--- src/design/multilevel_queue_process_scheduler_assert.svh ---
// assertion macros shared by the scheduler modules
// each expects clk and rst_n in scope
`ifndef MULTILEVEL_QUEUE_PROCESS_SCHEDULER_ASSERT_SVH
`define MULTILEVEL_QUEUE_PROCESS_SCHEDULER_ASSERT_SVH

// same-cycle implication
`define MLQS_ASSERT_IMP(name, ante, cons) \
  name: assert property (@(posedge clk) disable iff (!rst_n) (ante) |-> (cons)) \
    else $error("mlqs: same-cycle check failed");

// next-cycle implication
`define MLQS_ASSERT_NXT(name, ante, cons) \
  name: assert property (@(posedge clk) disable iff (!rst_n) (ante) |=> (cons)) \
    else $error("mlqs: next-cycle check failed");

`endif

--- src/design/mlqs_pkg.sv ---
`default_nettype none

package mlqs_pkg;

  // life states
  localparam logic [1:0] ST_NEW        = 2'd0;
  localparam logic [1:0] ST_RUNNABLE   = 2'd1;
  localparam logic [1:0] ST_RUNNING    = 2'd2;
  localparam logic [1:0] ST_TERMINATED = 2'd3;

  // request actions
  localparam logic [1:0] ACT_LOAD = 2'd0;
  localparam logic [1:0] ACT_TERM = 2'd1;
  localparam logic [1:0] ACT_TICK = 2'd2;

  // configuration register indexes
  localparam logic [1:0] CFG_LIMIT      = 2'd0;
  localparam logic [1:0] CFG_HIGH_FLOOR = 2'd1;
  localparam logic [1:0] CFG_MID_FLOOR  = 2'd2;

  localparam logic [3:0] LIMIT_RST      = 4'd5;
  localparam logic [7:0] HIGH_FLOOR_RST = 8'd20;
  localparam logic [7:0] MID_FLOOR_RST  = 8'd10;

  // bands
  localparam logic [1:0] BAND_NONE = 2'd0;
  localparam logic [1:0] BAND_HIGH = 2'd1;
  localparam logic [1:0] BAND_MID  = 2'd2;
  localparam logic [1:0] BAND_LOW  = 2'd3;

  // accumulate modes of a table pass
  localparam logic [2:0] ACC_NONE  = 3'd0;
  localparam logic [2:0] ACC_COUNT = 3'd1;
  localparam logic [2:0] ACC_ADMIT = 3'd2;
  localparam logic [2:0] ACC_BAND  = 3'd3;
  localparam logic [2:0] ACC_GRANT = 3'd4;

  // entry write selects
  localparam logic [2:0] WR_NONE   = 3'd0;
  localparam logic [2:0] WR_LOAD   = 3'd1;
  localparam logic [2:0] WR_TERM   = 3'd2;
  localparam logic [2:0] WR_ADMIT  = 3'd3;
  localparam logic [2:0] WR_GRANT  = 3'd4;
  localparam logic [2:0] WR_REINIT = 3'd5;

  typedef struct packed {
    logic [1:0] life;
    logic [1:0] band;
    logic [7:0] prio;
  } entry_t;

  localparam entry_t ENTRY_RST = '{life: ST_TERMINATED, band: BAND_NONE, prio: 8'd0};

  typedef struct packed {
    logic       capture;
    logic       rd_entry;
    logic       scan_start;
    logic [2:0] acc;
    logic [2:0] wsel;
    logic       latch_band;
    logic       emit;
  } cmd_t;

  typedef struct packed {
    logic [1:0] action;
    logic       idx_ok;
    logic       scan_done;
    logic       more_admit;
    logic       best_found;
    logic       band_none;
    logic       grant_due;
  } sts_t;

  function automatic logic [1:0] band_of(input logic [7:0] prio, input logic [7:0] hi,
                                         input logic [7:0] mid);
    logic [1:0] b;
    if (prio >= hi) begin
      b = BAND_HIGH;
    end else if (prio >= mid) begin
      b = BAND_MID;
    end else begin
      b = BAND_LOW;
    end
    return b;
  endfunction

  // tick must be a multiple of 2, 4 or 8 for the band to be served
  function automatic logic [2:0] tick_mask(input logic [1:0] band);
    logic [2:0] m;
    case (band)
      BAND_HIGH: m = 3'b001;
      BAND_MID:  m = 3'b011;
      default:   m = 3'b111;
    endcase
    return m;
  endfunction

endpackage

`default_nettype wire

--- src/design/mlqs_ram.sv ---
`default_nettype none

module mlqs_ram #(
  parameter int WIDTH = 12,
  parameter int DEPTH = 8,
  localparam int AW = $clog2(DEPTH)
) (
  input  wire logic             clk,
  input  wire logic             wr_en,
  input  wire logic [AW-1:0]    wr_addr,
  input  wire logic [WIDTH-1:0] wr_data,
  input  wire logic [AW-1:0]    rd_addr,
  output logic      [WIDTH-1:0] rd_data
);

  logic [WIDTH-1:0] mem [DEPTH];
  logic [WIDTH-1:0] rd_data_r;

  always_ff @(posedge clk) begin
    if (wr_en) begin
      mem[wr_addr] <= wr_data;
    end
    rd_data_r <= mem[rd_addr];
  end

  assign rd_data = rd_data_r;

endmodule

`default_nettype wire

--- src/design/mlqs_dp.sv ---
`default_nettype none
`include "multilevel_queue_process_scheduler_assert.svh"

module mlqs_dp #(
  parameter int NUM_ENTRIES = 8
) (
  input  wire logic          clk,
  input  wire logic          rst_n,
  input  wire mlqs_pkg::cmd_t cmd,
  output mlqs_pkg::sts_t     sts,
  input  wire logic [1:0]    in_action,
  input  wire logic [2:0]    in_entry_index,
  input  wire logic [7:0]    in_priority_value,
  input  wire logic [31:0]   in_tick_value,
  input  wire logic          cfg_valid,
  input  wire logic [1:0]    cfg_index,
  input  wire logic [7:0]    cfg_data,
  output logic               out_strobe,
  output logic               out_grant_valid,
  output logic [2:0]         out_grant_index,
  output logic [1:0]         out_band_served,
  output logic               out_reinitialized,
  output logic [3:0]         out_admitted_count
);

  localparam int IW = $clog2(NUM_ENTRIES);
  localparam int CW = $clog2(NUM_ENTRIES + 1);
  localparam int KW = (CW > 4) ? CW : 4;
  localparam int EW = $bits(mlqs_pkg::entry_t);

  // captured request
  logic [1:0] act_r;
  logic [2:0] idx_r;
  logic [7:0] prio_in_r;
  logic [2:0] tick_lo_r;

  logic [3:0] limit_r;
  logic [7:0] hi_floor_r;
  logic [7:0] mid_floor_r;

  logic [NUM_ENTRIES-1:0] valid_r;

  // table pass: address counter and registered read pipe
  logic [IW-1:0] sa_r;
  logic          iss_r;
  logic          rv_r;
  logic [IW-1:0] ri_r;
  logic          rvb_r;

  logic [CW-1:0] fresh_r;
  logic [CW-1:0] live_r;
  logic [3:0]    adm_cnt_r;

  logic               best_found_r;
  logic [IW-1:0]      best_idx_r;
  mlqs_pkg::entry_t   best_r;
  logic [2:0]         bflag_r;

  logic       band_r;
  logic [1:0] band_sel_r;
  logic       rein_r;
  logic       grant_r;
  logic [2:0] gidx_r;

  logic       out_strobe_r;
  logic       out_grant_r;
  logic [2:0] out_gidx_r;
  logic [1:0] out_band_r;
  logic       out_rein_r;
  logic [3:0] out_adm_r;

  logic [IW-1:0]    ent_addr;
  logic [IW-1:0]    rd_addr;
  logic [EW-1:0]    ram_q;
  mlqs_pkg::entry_t rec;
  logic             wr_en;
  logic [IW-1:0]    wr_addr;
  mlqs_pkg::entry_t wr_data;
  logic [1:0]       band_sel;
  logic [KW-1:0]    free_k;
  logic [KW-1:0]    fresh_k;
  logic [KW-1:0]    live_k;
  logic [KW-1:0]    lim_k;
  logic [KW-1:0]    to_admit;

  assign ent_addr = IW'(idx_r);
  assign rd_addr  = cmd.rd_entry ? ent_addr : sa_r;
  // an entry never written reads as its reset value
  assign rec      = rvb_r ? mlqs_pkg::entry_t'(ram_q) : mlqs_pkg::ENTRY_RST;

  mlqs_ram #(
    .WIDTH(EW),
    .DEPTH(NUM_ENTRIES)
  ) u_ram (
    .clk     (clk),
    .wr_en   (wr_en),
    .wr_addr (wr_addr),
    .wr_data (wr_data),
    .rd_addr (rd_addr),
    .rd_data (ram_q)
  );

  always_comb begin
    wr_en   = 1'b0;
    wr_addr = ent_addr;
    wr_data = rec;
    case (cmd.wsel)
      mlqs_pkg::WR_LOAD: begin
        wr_en        = 1'b1;
        wr_data.prio = prio_in_r;
      end
      mlqs_pkg::WR_TERM: begin
        wr_en        = 1'b1;
        wr_data.life = mlqs_pkg::ST_TERMINATED;
      end
      mlqs_pkg::WR_ADMIT: begin
        wr_en        = 1'b1;
        wr_addr      = best_idx_r;
        wr_data      = best_r;
        wr_data.life = mlqs_pkg::ST_RUNNABLE;
      end
      mlqs_pkg::WR_GRANT: begin
        wr_en        = 1'b1;
        wr_addr      = best_idx_r;
        wr_data      = best_r;
        wr_data.life = mlqs_pkg::ST_RUNNING;
      end
      mlqs_pkg::WR_REINIT: begin
        wr_en        = rv_r;
        wr_addr      = ri_r;
        wr_data.life = mlqs_pkg::ST_NEW;
        wr_data.band = mlqs_pkg::band_of(rec.prio, hi_floor_r, mid_floor_r);
      end
      default: begin
        wr_en = 1'b0;
      end
    endcase
  end

  // free slots saturate at zero
  always_comb begin
    lim_k    = KW'(limit_r);
    live_k   = KW'(live_r);
    fresh_k  = KW'(fresh_r);
    free_k   = (lim_k > live_k) ? (lim_k - live_k) : '0;
    to_admit = (free_k < fresh_k) ? free_k : fresh_k;
  end

  always_comb begin
    if (bflag_r[0]) begin
      band_sel = mlqs_pkg::BAND_HIGH;
    end else if (bflag_r[1]) begin
      band_sel = mlqs_pkg::BAND_MID;
    end else if (bflag_r[2]) begin
      band_sel = mlqs_pkg::BAND_LOW;
    end else begin
      band_sel = mlqs_pkg::BAND_NONE;
    end
  end

  always_comb begin
    sts.action     = act_r;
    sts.idx_ok     = 32'(idx_r) < 32'(NUM_ENTRIES);
    sts.scan_done  = !iss_r && !rv_r;
    sts.more_admit = KW'(adm_cnt_r) < to_admit;
    sts.best_found = best_found_r;
    sts.band_none  = (band_sel == mlqs_pkg::BAND_NONE);
    sts.grant_due  = (band_sel != mlqs_pkg::BAND_NONE) &&
                     ((tick_lo_r & mlqs_pkg::tick_mask(band_sel)) == 3'b000);
  end

  // configuration registers
  always_ff @(posedge clk) begin
    if (!rst_n) begin
      limit_r     <= mlqs_pkg::LIMIT_RST;
      hi_floor_r  <= mlqs_pkg::HIGH_FLOOR_RST;
      mid_floor_r <= mlqs_pkg::MID_FLOOR_RST;
    end else if (cfg_valid) begin
      case (cfg_index)
        mlqs_pkg::CFG_LIMIT:      limit_r     <= cfg_data[3:0];
        mlqs_pkg::CFG_HIGH_FLOOR: hi_floor_r  <= cfg_data;
        mlqs_pkg::CFG_MID_FLOOR:  mid_floor_r <= cfg_data;
        default: begin
        end
      endcase
    end
  end

  // valid bits and pass control
  always_ff @(posedge clk) begin
    if (!rst_n) begin
      valid_r <= '0;
      iss_r   <= 1'b0;
      rv_r    <= 1'b0;
      sa_r    <= '0;
    end else begin
      if (wr_en) begin
        valid_r[wr_addr] <= 1'b1;
      end
      rv_r <= iss_r;
      if (cmd.scan_start) begin
        iss_r <= 1'b1;
        sa_r  <= '0;
      end else if (iss_r) begin
        if (sa_r == IW'(NUM_ENTRIES - 1)) begin
          iss_r <= 1'b0;
        end else begin
          sa_r <= sa_r + IW'(1);
        end
      end
    end
  end

  always_ff @(posedge clk) begin
    ri_r  <= sa_r;
    rvb_r <= valid_r[rd_addr];
  end

  // per-request working registers
  always_ff @(posedge clk) begin
    if (cmd.capture) begin
      act_r     <= in_action;
      idx_r     <= in_entry_index;
      prio_in_r <= in_priority_value;
      tick_lo_r <= in_tick_value[2:0];
      fresh_r   <= '0;
      live_r    <= '0;
      adm_cnt_r <= '0;
      band_r    <= 1'b0;
      rein_r    <= 1'b0;
      grant_r   <= 1'b0;
      gidx_r    <= '0;
    end
    if (cmd.scan_start) begin
      best_found_r <= 1'b0;
      bflag_r      <= '0;
    end
    if (rv_r) begin
      case (cmd.acc)
        mlqs_pkg::ACC_COUNT: begin
          if (rec.life == mlqs_pkg::ST_NEW) begin
            fresh_r <= fresh_r + CW'(1);
          end else if (rec.life != mlqs_pkg::ST_TERMINATED) begin
            live_r <= live_r + CW'(1);
          end
        end
        mlqs_pkg::ACC_ADMIT: begin
          if (rec.life == mlqs_pkg::ST_NEW && (!best_found_r || rec.prio > best_r.prio)) begin
            best_found_r <= 1'b1;
            best_idx_r   <= ri_r;
            best_r       <= rec;
          end
        end
        mlqs_pkg::ACC_BAND: begin
          if (rec.life != mlqs_pkg::ST_TERMINATED) begin
            case (rec.band)
              mlqs_pkg::BAND_HIGH: bflag_r[0] <= 1'b1;
              mlqs_pkg::BAND_MID:  bflag_r[1] <= 1'b1;
              mlqs_pkg::BAND_LOW:  bflag_r[2] <= 1'b1;
              default: begin
              end
            endcase
          end
        end
        mlqs_pkg::ACC_GRANT: begin
          // low band keeps the first runnable entry
          if (rec.band == band_sel_r && rec.life == mlqs_pkg::ST_RUNNABLE &&
              (!best_found_r ||
               (band_sel_r != mlqs_pkg::BAND_LOW && rec.prio > best_r.prio))) begin
            best_found_r <= 1'b1;
            best_idx_r   <= ri_r;
            best_r       <= rec;
          end
        end
        default: begin
        end
      endcase
    end
    if (cmd.wsel == mlqs_pkg::WR_ADMIT) begin
      adm_cnt_r <= adm_cnt_r + 4'd1;
    end
    if (cmd.wsel == mlqs_pkg::WR_GRANT) begin
      grant_r <= 1'b1;
      gidx_r  <= 3'(best_idx_r);
    end
    if (cmd.latch_band) begin
      band_r     <= 1'b1;
      band_sel_r <= band_sel;
      rein_r     <= (band_sel == mlqs_pkg::BAND_NONE);
    end
  end

  // result registers
  always_ff @(posedge clk) begin
    if (!rst_n) begin
      out_strobe_r <= 1'b0;
      out_grant_r  <= 1'b0;
      out_gidx_r   <= '0;
      out_band_r   <= mlqs_pkg::BAND_NONE;
      out_rein_r   <= 1'b0;
      out_adm_r    <= '0;
    end else begin
      out_strobe_r <= cmd.emit;
      if (cmd.emit) begin
        out_grant_r <= grant_r;
        out_gidx_r  <= gidx_r;
        out_band_r  <= band_r ? band_sel_r : mlqs_pkg::BAND_NONE;
        out_rein_r  <= rein_r;
        out_adm_r   <= adm_cnt_r;
      end
    end
  end

  assign out_strobe         = out_strobe_r;
  assign out_grant_valid    = out_grant_r;
  assign out_grant_index    = out_gidx_r;
  assign out_band_served    = out_band_r;
  assign out_reinitialized  = out_rein_r;
  assign out_admitted_count = out_adm_r;

  `MLQS_ASSERT_IMP(a_adm_within_limit, out_strobe_r, out_adm_r <= limit_r)
  `MLQS_ASSERT_IMP(a_rein_no_grant, out_strobe_r && out_rein_r, !out_grant_r && out_band_r == mlqs_pkg::BAND_NONE)
  `MLQS_ASSERT_IMP(a_grant_has_band, out_strobe_r && out_grant_r, out_band_r != mlqs_pkg::BAND_NONE)

endmodule

`default_nettype wire

--- src/design/mlqs_ctrl.sv ---
`default_nettype none
`include "multilevel_queue_process_scheduler_assert.svh"

module mlqs_ctrl (
  input  wire logic           clk,
  input  wire logic           rst_n,
  input  wire logic           start,
  output logic                busy,
  input  wire mlqs_pkg::sts_t sts,
  output mlqs_pkg::cmd_t      cmd
);

  localparam logic [3:0] S_IDLE     = 4'd0;
  localparam logic [3:0] S_DISP     = 4'd1;
  localparam logic [3:0] S_ENT_WR   = 4'd2;
  localparam logic [3:0] S_COUNT    = 4'd3;
  localparam logic [3:0] S_CHECK    = 4'd4;
  localparam logic [3:0] S_ADMIT    = 4'd5;
  localparam logic [3:0] S_ADMIT_WR = 4'd6;
  localparam logic [3:0] S_BAND     = 4'd7;
  localparam logic [3:0] S_GRANT    = 4'd8;
  localparam logic [3:0] S_GRANT_WR = 4'd9;
  localparam logic [3:0] S_REINIT   = 4'd10;
  localparam logic [3:0] S_DONE     = 4'd11;

  logic [3:0] state_r;
  logic [3:0] state_nxt;

  always_comb begin
    cmd       = '0;
    state_nxt = state_r;
    case (state_r)
      S_IDLE: begin
        if (start) begin
          cmd.capture = 1'b1;
          state_nxt   = S_DISP;
        end
      end
      S_DISP: begin
        case (sts.action)
          mlqs_pkg::ACT_LOAD, mlqs_pkg::ACT_TERM: begin
            if (sts.idx_ok) begin
              cmd.rd_entry = 1'b1;
              state_nxt    = S_ENT_WR;
            end else begin
              state_nxt = S_DONE;
            end
          end
          mlqs_pkg::ACT_TICK: begin
            cmd.scan_start = 1'b1;
            state_nxt      = S_COUNT;
          end
          default: begin
            state_nxt = S_DONE;
          end
        endcase
      end
      S_ENT_WR: begin
        cmd.wsel  = (sts.action == mlqs_pkg::ACT_LOAD) ? mlqs_pkg::WR_LOAD : mlqs_pkg::WR_TERM;
        state_nxt = S_DONE;
      end
      S_COUNT: begin
        cmd.acc = mlqs_pkg::ACC_COUNT;
        if (sts.scan_done) begin
          state_nxt = S_CHECK;
        end
      end
      S_CHECK: begin
        cmd.scan_start = 1'b1;
        state_nxt      = sts.more_admit ? S_ADMIT : S_BAND;
      end
      S_ADMIT: begin
        cmd.acc = mlqs_pkg::ACC_ADMIT;
        if (sts.scan_done) begin
          if (sts.best_found) begin
            state_nxt = S_ADMIT_WR;
          end else begin
            cmd.scan_start = 1'b1;
            state_nxt      = S_BAND;
          end
        end
      end
      S_ADMIT_WR: begin
        cmd.wsel  = mlqs_pkg::WR_ADMIT;
        state_nxt = S_CHECK;
      end
      S_BAND: begin
        cmd.acc = mlqs_pkg::ACC_BAND;
        if (sts.scan_done) begin
          cmd.latch_band = 1'b1;
          if (sts.band_none) begin
            cmd.scan_start = 1'b1;
            state_nxt      = S_REINIT;
          end else if (sts.grant_due) begin
            cmd.scan_start = 1'b1;
            state_nxt      = S_GRANT;
          end else begin
            state_nxt = S_DONE;
          end
        end
      end
      S_GRANT: begin
        cmd.acc = mlqs_pkg::ACC_GRANT;
        if (sts.scan_done) begin
          state_nxt = sts.best_found ? S_GRANT_WR : S_DONE;
        end
      end
      S_GRANT_WR: begin
        cmd.wsel  = mlqs_pkg::WR_GRANT;
        state_nxt = S_DONE;
      end
      S_REINIT: begin
        // rewrite each entry in the same pass, as its read data returns
        cmd.wsel = mlqs_pkg::WR_REINIT;
        if (sts.scan_done) begin
          state_nxt = S_DONE;
        end
      end
      S_DONE: begin
        cmd.emit  = 1'b1;
        state_nxt = S_IDLE;
      end
      default: begin
        state_nxt = S_IDLE;
      end
    endcase
  end

  always_ff @(posedge clk) begin
    if (!rst_n) begin
      state_r <= S_IDLE;
    end else begin
      state_r <= state_nxt;
    end
  end

  assign busy = (state_r != S_IDLE);

  `MLQS_ASSERT_NXT(a_accept_dispatch, start && !busy, state_r == S_DISP)
  `MLQS_ASSERT_NXT(a_done_to_idle, state_r == S_DONE, state_r == S_IDLE)
  `MLQS_ASSERT_IMP(a_idle_quiet, state_r == S_IDLE, cmd.wsel == mlqs_pkg::WR_NONE && !cmd.emit)

endmodule

`default_nettype wire

--- src/design/multilevel_queue_process_scheduler.sv ---
// load and terminate: dispatch with the entry read, entry write, then done; the result strobe is
// registered after done, and the next start is taken while it is high. A tick runs 2 + A passes
// over the entry memory (A = entries admitted), one more for a due grant search or the table
// rebuild, plus dispatch, A + 1 admission checks, A admission writes, the grant write and the
// emit state; the strobe is registered after emit; busy stays high until then, no result stalls
// synchronous reset loads limit 5, floors 20 and 10; every entry then reads terminated, priority 0
`default_nettype none

module multilevel_queue_process_scheduler #(
  parameter int NUM_ENTRIES = 8
) (
  input  wire logic        clk,
  input  wire logic        rst_n,
  input  wire logic        start,
  output logic             busy,
  input  wire logic [1:0]  in_action,
  input  wire logic [2:0]  in_entry_index,
  input  wire logic [7:0]  in_priority_value,
  input  wire logic [31:0] in_tick_value,
  output logic             out_strobe,
  output logic             out_grant_valid,
  output logic [2:0]       out_grant_index,
  output logic [1:0]       out_band_served,
  output logic             out_reinitialized,
  output logic [3:0]       out_admitted_count,
  input  wire logic        cfg_valid,
  output logic             cfg_ready,
  input  wire logic [1:0]  cfg_index,
  input  wire logic [7:0]  cfg_data
);

  mlqs_pkg::cmd_t cmd;
  mlqs_pkg::sts_t sts;

  assign cfg_ready = 1'b1;

  mlqs_ctrl u_ctrl (
    .clk   (clk),
    .rst_n (rst_n),
    .start (start),
    .busy  (busy),
    .sts   (sts),
    .cmd   (cmd)
  );

  mlqs_dp #(
    .NUM_ENTRIES(NUM_ENTRIES)
  ) u_dp (
    .clk                (clk),
    .rst_n              (rst_n),
    .cmd                (cmd),
    .sts                (sts),
    .in_action          (in_action),
    .in_entry_index     (in_entry_index),
    .in_priority_value  (in_priority_value),
    .in_tick_value      (in_tick_value),
    .cfg_valid          (cfg_valid),
    .cfg_index          (cfg_index),
    .cfg_data           (cfg_data),
    .out_strobe         (out_strobe),
    .out_grant_valid    (out_grant_valid),
    .out_grant_index    (out_grant_index),
    .out_band_served    (out_band_served),
    .out_reinitialized  (out_reinitialized),
    .out_admitted_count (out_admitted_count)
  );

endmodule

`default_nettype wire

--- config.mk ---
export PLATFORM = sky130hd
export DESIGN_NAME = multilevel_queue_process_scheduler
export DESIGN_NICKNAME = d
export VERILOG_FILES = /design/src/design/mlqs_pkg.sv /design/src/design/mlqs_ram.sv /design/src/design/mlqs_dp.sv /design/src/design/mlqs_ctrl.sv /design/src/design/multilevel_queue_process_scheduler.sv
export VERILOG_INCLUDE_DIRS = /design/src /design/src/design
export SDC_FILE = /design/constraint.sdc
export NUM_CORES = 1
export LEC_CHECK = 0
export BUFFER_PORTS_ARGS = -buffer_cell sky130_fd_sc_hd__buf_4
export CORE_MARGIN = 3
export CORE_UTILIZATION = 60
export DETAILED_ROUTE_END_ITERATION = 7
export PLACE_DENSITY_LB_ADDON = 0.05
export SLEW_MARGIN = 5
export SYNTH_ARGS = -nofsm -noshare
export SYNTH_HDL_FRONTEND = slang
export SYNTH_SLANG_ARGS = --single-unit
--- constraint.sdc ---
create_clock -name clk -period 4.11 [get_ports clk]
set_clock_uncertainty 0.05 [all_clocks]
set_input_delay 0.411 -clock clk [delete_from_list [all_inputs] [get_ports clk]]
set_output_delay 0.411 -clock clk [all_outputs]
set_load 0.1 [all_outputs]
== After elaboration in Yosys (flattened, before gate mapping) ==
Memories as Yosys holds them, arrays and structs flattened. A register that Yosys moved wholly into a read port is not among the register bits.
Cells that the tools add are included.

* Bits in registers: 106
* Input bits: 59
* Memory bits (writable): 96
* Memories: 1

{| class="wikitable"
|+ Memories
! memory !! depth !! width !! rd ports !! clocked after memory_dff !! wr ports !! RTL line !! source
|-
| u_dp.u_ram.mem || 8 || 12 || 1 || 1 || 1 || mlqs_ram.sv:16 || <nowiki>logic [WIDTH-1:0] mem [DEPTH];</nowiki>
|}

* $add $sub $neg: 5
* Equal/unequal tests: 42
* Bitwise logic cells: 4
* $lt $le $gt $ge: 9
* Mux-type cells: 88
* Reduce and logical (&&, ||, !) cells: 35

{| class="wikitable"
|+ Operator list
! kind !! number
|-
| $mux 4 || 19
|-
| $pmux 4 s10 || 1
|-
| $mux 1 || 31
|-
| $mux 3 || 9
|-
| $pmux 3 s4 || 2
|-
| $mux 10 || 2
|-
| $mux 2 || 10
|-
| $pmux 10 s2 || 1
|-
| $pmux 3 s2 || 3
|-
| $eq 4x3->1 const B || 4
|-
| $eq 4x4->1 const B || 4
|-
| $ge 8x8->1 || 2
|-
| $ne 2x2->1 const B || 8
|-
| $pmux 8 s2 || 1
|-
| $add 4x1->4 const B || 3
|-
| $eq 3x2->1 const B || 4
|-
| $eq 3x3->1 const B || 4
|-
| $mux 12 || 1
|-
| $eq 2x1->1 const B || 5
|-
| $eq 2x2->1 const B || 5
|-
| $reduce_bool 2->1 || 5
|-
| $eq 4x2->1 const B || 2
|-
| $gt 8x8->1 || 1
|-
| $logic_not 2->1 || 4
|-
| other kinds (31) || 52
|}

== Depth between registers and ports, before layout ==
* Word-level depth: 17
* Depth in mapped cells: 19
* Depth with buffers taken out: 19

== By module ==
Synthesis repeated with hierarchy kept, for this count alone.

* Cell total of the unflattened synthesis: 772
* Area total of the unflattened synthesis: 9,853.2 µm²

{| class="wikitable"
|+ By module, submodules not included
! module !! cells each !! times used !! area an instance (µm²)
|-
| mlqs_dp || 529 || 1 || 5,250.0
|-
| mlqs_ram || 164 || 1 || 3,987.6
|-
| mlqs_ctrl || 77 || 1 || 604.3
|-
| multilevel_queue_process_scheduler || 2 || 1 || 11.3
|}

== Least setup slack after synthesis ==
No wires, ideal clock.

* Path kind: reg-to-reg
* Start: register u_dp.live_r[0], in the netlist u_dp.live_k[0]
* End: register u_ctrl.state_r[1]
* Clock period less this slack: 3.269 ns
* Stages on the path, launching flop included: 18
* Slack: 0.841 ns
* Buffers on the path: 0
* Data arrival time: 3.091 ns
* Path through: dfxtp_1 -> ha_1 -> inv_1 -> fa_1 -> a21o_1 -> a21oi_1 -> a41o_1 -> nor2_1 -> ha_1 -> a21o_1 -> a21oi_1 -> a21boi_0 -> a21oi_1 -> ha_1 -> nand2_1 -> o221ai_1 -> o21ai_0 -> o211ai_1

* Word-level cells in the longest chain between the ends: 7
* Elaborated cells between the ends (all ways): 8
* Those cells by class: add/sub (1); order compare (3); mux (4)

{| class="wikitable"
|+ RTL lines
! element !! RTL line !! source
|-
| start, declared || mlqs_dp.sv:51 || <nowiki>logic [CW-1:0] live_r;</nowiki>
|-
| start signal, assigned || mlqs_dp.sv:244 || <nowiki>live_r <= live_r + CW'(1);</nowiki>
|-
| $sub 4x4->4 or $gt 4x4->1 (tied branches) || mlqs_dp.sv:145 || <nowiki>free_k = (lim_k > live_k) ? (lim_k - live_k) : '0;</nowiki>
|-
| $mux 4 (*) || mlqs_dp.sv:145 ||
|-
| $lt 4x4->1 || mlqs_dp.sv:146 || <nowiki>to_admit = (free_k < fresh_k) ? free_k : fresh_k;</nowiki>
|-
| $mux 4 (*) || mlqs_dp.sv:146 ||
|-
| $lt 4x4->1 (*) || mlqs_dp.sv:165 || <nowiki>sts.more_admit = KW'(adm_cnt_r) < to_admit;</nowiki>
|-
| $mux 2 (*) || mlqs_ctrl.sv:70 || <nowiki>state_nxt = sts.more_admit ? S_ADMIT : S_BAND;</nowiki>
|-
| $pmux 4 s10 (*) || mlqs_ctrl.sv:32 || <nowiki>case (state_r)</nowiki>
|-
| end signal, assigned || mlqs_ctrl.sv:133 || <nowiki>state_r <= state_nxt;</nowiki>
|-
| end, declared || mlqs_ctrl.sv:26 || <nowiki>logic [3:0] state_r;</nowiki>
|}

Mark *: on every way between the ends. The rest lies on a longest branch, timed or not.
A chain may end at the register's enable or synchronous reset.

== Worst setup path in the final report ==
Same ends and word-level chain as after synthesis.

==> flow_summary.json <==
{
  "synth_area_leaders": "edfxtp_1, dfxtp_1, mux4_2",
  "ys_ff_latch": 214,
  "placement_rows": 45,
  "dp_hpwl_mm": 14.13,
  "fin_crit_ns": 3.644,
  "fmax_mhz": 274.4,
  "grt_setup_unrepaired": "false",
  "cts_tree": "yes",
  "die_width_um": 132.1,
  "die_h_um": 132.1,
  "ys_seq_area_share_pct": 59.08,
  "clock-root-buffer": "clkbuf_16",
  "critPathLaunchType": "register",
  "postRouteAntennaNets": 0,
  "grt_overflow": 0,
  "hp-class": "primary input to register",
  "io_buffers": 42,
  "drcViolationCount": 0,
  "arrival_ns": 3.99,
  "p_leak_nw": 4.323,
  "grt_max_degree": 33,
  "crit_required_ns": 4.45,
  "vias": 6229,
  "grt_first_pass_wirelength_mm": 33.45,
  "clkSinkCount": 214,
  "track_usage_pct": 23.86,
  "final_common_cell": "edfxtp_1",
  "cts_made_buffers": 22,
  "start_util_pct": 62.05,
  "final-hold-violation-count": 0,
  "synth_edf_count": 135,
  "drt_first_pass_iters": 5,
  "placed_cells": 1031,
  "postSynthCellCount": 786,
  "p_per_area_mw_per_mm2": 550.3,
  "outcome": "finished clean",
  "layout_common_cells": "edfxtp_1, nand2_1, dfxtp_1",
  "syn_area_mm2": 0.009538,
  "wl_per_cell_um": 19.02,
  "endpoint_kind": "register",
  "drv_slew": 0,
  "fillers": 1092,
  "ys_types": 74,
  "synthFlopType": "edfxtp_1",
  "ir_drop_uv": 523.8,
  "drive_gt1_share_pct": 16.03,
  "tightest_slew_ns": 1.140,
  "slew_headroom_pct": 23.90,
  "yosysTopAreaCell": "edfxtp_1",
  "grt_pass1_vias": 6314,
  "yosysWarnings": 0,
  "avgSynthCellArea_um2": 12.13,
  "syn_nets": 888,
  "antenna_found_initial": 0,
  "crit_fanout": 5,
  "finalNonFillerCells": 1072,
  "die_area_mm2": 0.01745,
  "setup_viol": 0,
  "ctsHtreeMaxLevel": 1,
  "routed_wl_mm": 20.39,
  "timing.final.crit_share_pct": 88.67,
  "core-area_mm2": 0.01537,
  "syn2layout_area_growth_pct": 13.93,
  "fin_util_pct": 70.70,
  "cap_viol_max_count": 0,
  "finalSetupTns_ns": 0,
  "place_congestion": 0.8605,
  "path_clk_slew_ns": 0.06,
  "io_pins": 73,
  "worstSkewPairLatency_ns": 0.51,
  "synth_top_area_share_pct": 42.50,
  "whs_ns": 0.01920,
  "crit_type": "register to register",
  "n_antenna_cell": 0,
  "vias_per_cell": 5.811,
  "nNetsFinal": 947,
  "drt-initial-drc-count": 417,
  "cts_buffer_depth": 3,
  "async_reset_ff_share_pct": 0
}
final timing paths:
path                         from           endpoint  slack, ns  depth (start not counted)
max                u_dp.live_k[0]  u_ctrl.state_r[1]       0.47                         17
min          in_priority_value[2]  u_dp.prio_in_r[2]       0.02                          1
max reg2reg        u_dp.live_k[0]  u_ctrl.state_r[1]       0.47                         17
min reg2reg          u_dp.sa_r[2]       u_dp.ri_r[2]       0.35                          0
cells by family (layout without fill, tap and decap cells):
| logic type | Yosys count | in the layout | synth area share [%] |
|---|---|---|---|
| other | 1 | 1 | 0.03932 |
| buffers and inverters | 83 | 158 | 3.516 |
| XOR/XNOR | 10 | 10 | 0.9182 |
| AND/OR/NAND/NOR | 246 | 246 | 12.34 |
| flip-flops | 214 | 214 | 59.08 |
| adder cells (fa/ha/maj) | 43 | 43 | 5.719 |
| multiplexers | 49 | 49 | 8.737 |
| AO/OA/AOI/OAI | 140 | 140 | 9.642 |
flip-flops by register name (all words and copies together) (netlist names), 8 cells and up:
name	cells
u_dp.best_r	10
u_dp.hi_floor_r	8
u_dp.mid_floor_r	8
u_dp.prio_in_r	8
u_dp.u_ram.mem	96
u_dp.u_ram.rd_data	12
u_dp.valid_r	8
routing by layer:
metal  wire, um  GRT usage [%]  part of all wire, %
met3        886          3.359                  4.3
met4        594          7.818                  2.9
met5          0              0                    0
met2      10300          41.31                   51
met1       8608          31.29                   42
cell type report:
type                            instances  area [um2]  share of cell area [%]
Timing Repair Buffer                   65       490.5                   4.514
Inverter                               53       198.9                   1.831
Clock inverter                          5       46.29                  0.4260
Tap cell                              211       264.0                   2.429
Sequential cell                       214        5635                   51.86
Clock buffer                           35       659.4                   6.068
Multi-Input combinational cell        489        3572                   32.87
worst max-delay path, cell delays in order, from the launching register on:
cell	delay, ns
dfxtp_1	0.41
ha_1	0.17
inv_1	0.06
fa_1	0.40
a21o_1	0.17
a21oi_1	0.22
a41o_1	0.18
nor2_1	0.08
ha_1	0.31
a21o_1	0.18
a21oi_1	0.21
a21boi_1	0.31
a21oi_1	0.12
ha_1	0.19
nand2_1	0.06
o221ai_1	0.09
o21ai_0	0.19
o211ai_1	0.11
cells in the mapped netlist, types with 4 or more instances:
library cell and count:
and2_1 10, o211ai_1 4, a21o_1 14, nand2_1 108, nor2b_1 8, dfxtp_1 79
a21oi_1 35, or2_2 4, nor2_1 56, edfxtp_1 135, o21ai_0 30, o31ai_1 7
o21a_1 8, ha_1 42, xor2_1 4, xnor2_1 6, nand2b_1 10, a22oi_1 10
nand3_1 15, clkbuf_1 21, nand3b_1 4, inv_1 53, mux2i_1 20, buf_2 4
mux4_2 26, nor3_1 6
per-stage QoR:
step | total power, W | cell area (um2) | worst slack (ns)
final | 0.005980 | 10870 | 0.4656
after global routing | 0.006262 | 10870 | 0.1329
after CTS | 0.006019 | 10870 | 0.3649
after detailed placement | 0.004114 | 10150 | 0.3769
after global placement | 0.004062 | 10150 | 0.6221
after floorplan | 0.003727 | 9538 | 0.8410
report_power, final:
part	switching [W]	total [W]	internal [W]
Clock	0.000795	0.00190	0.00110
Sequential	0.000154	0.00276	0.00260
Combinational	0.000810	0.00133	0.000516
what timing repair did:
| action | CTS | global route |
|---|---|---|
| hold endpoints to repair | 1 | 0 |
| resized for setup | 0 | 1 |
| hold buffers | 1 | 0 |
| setup buffers | 0 | 0 |
| setup endpoints to repair | 0 | 1 |
Power figures use the tool's default switching activity.
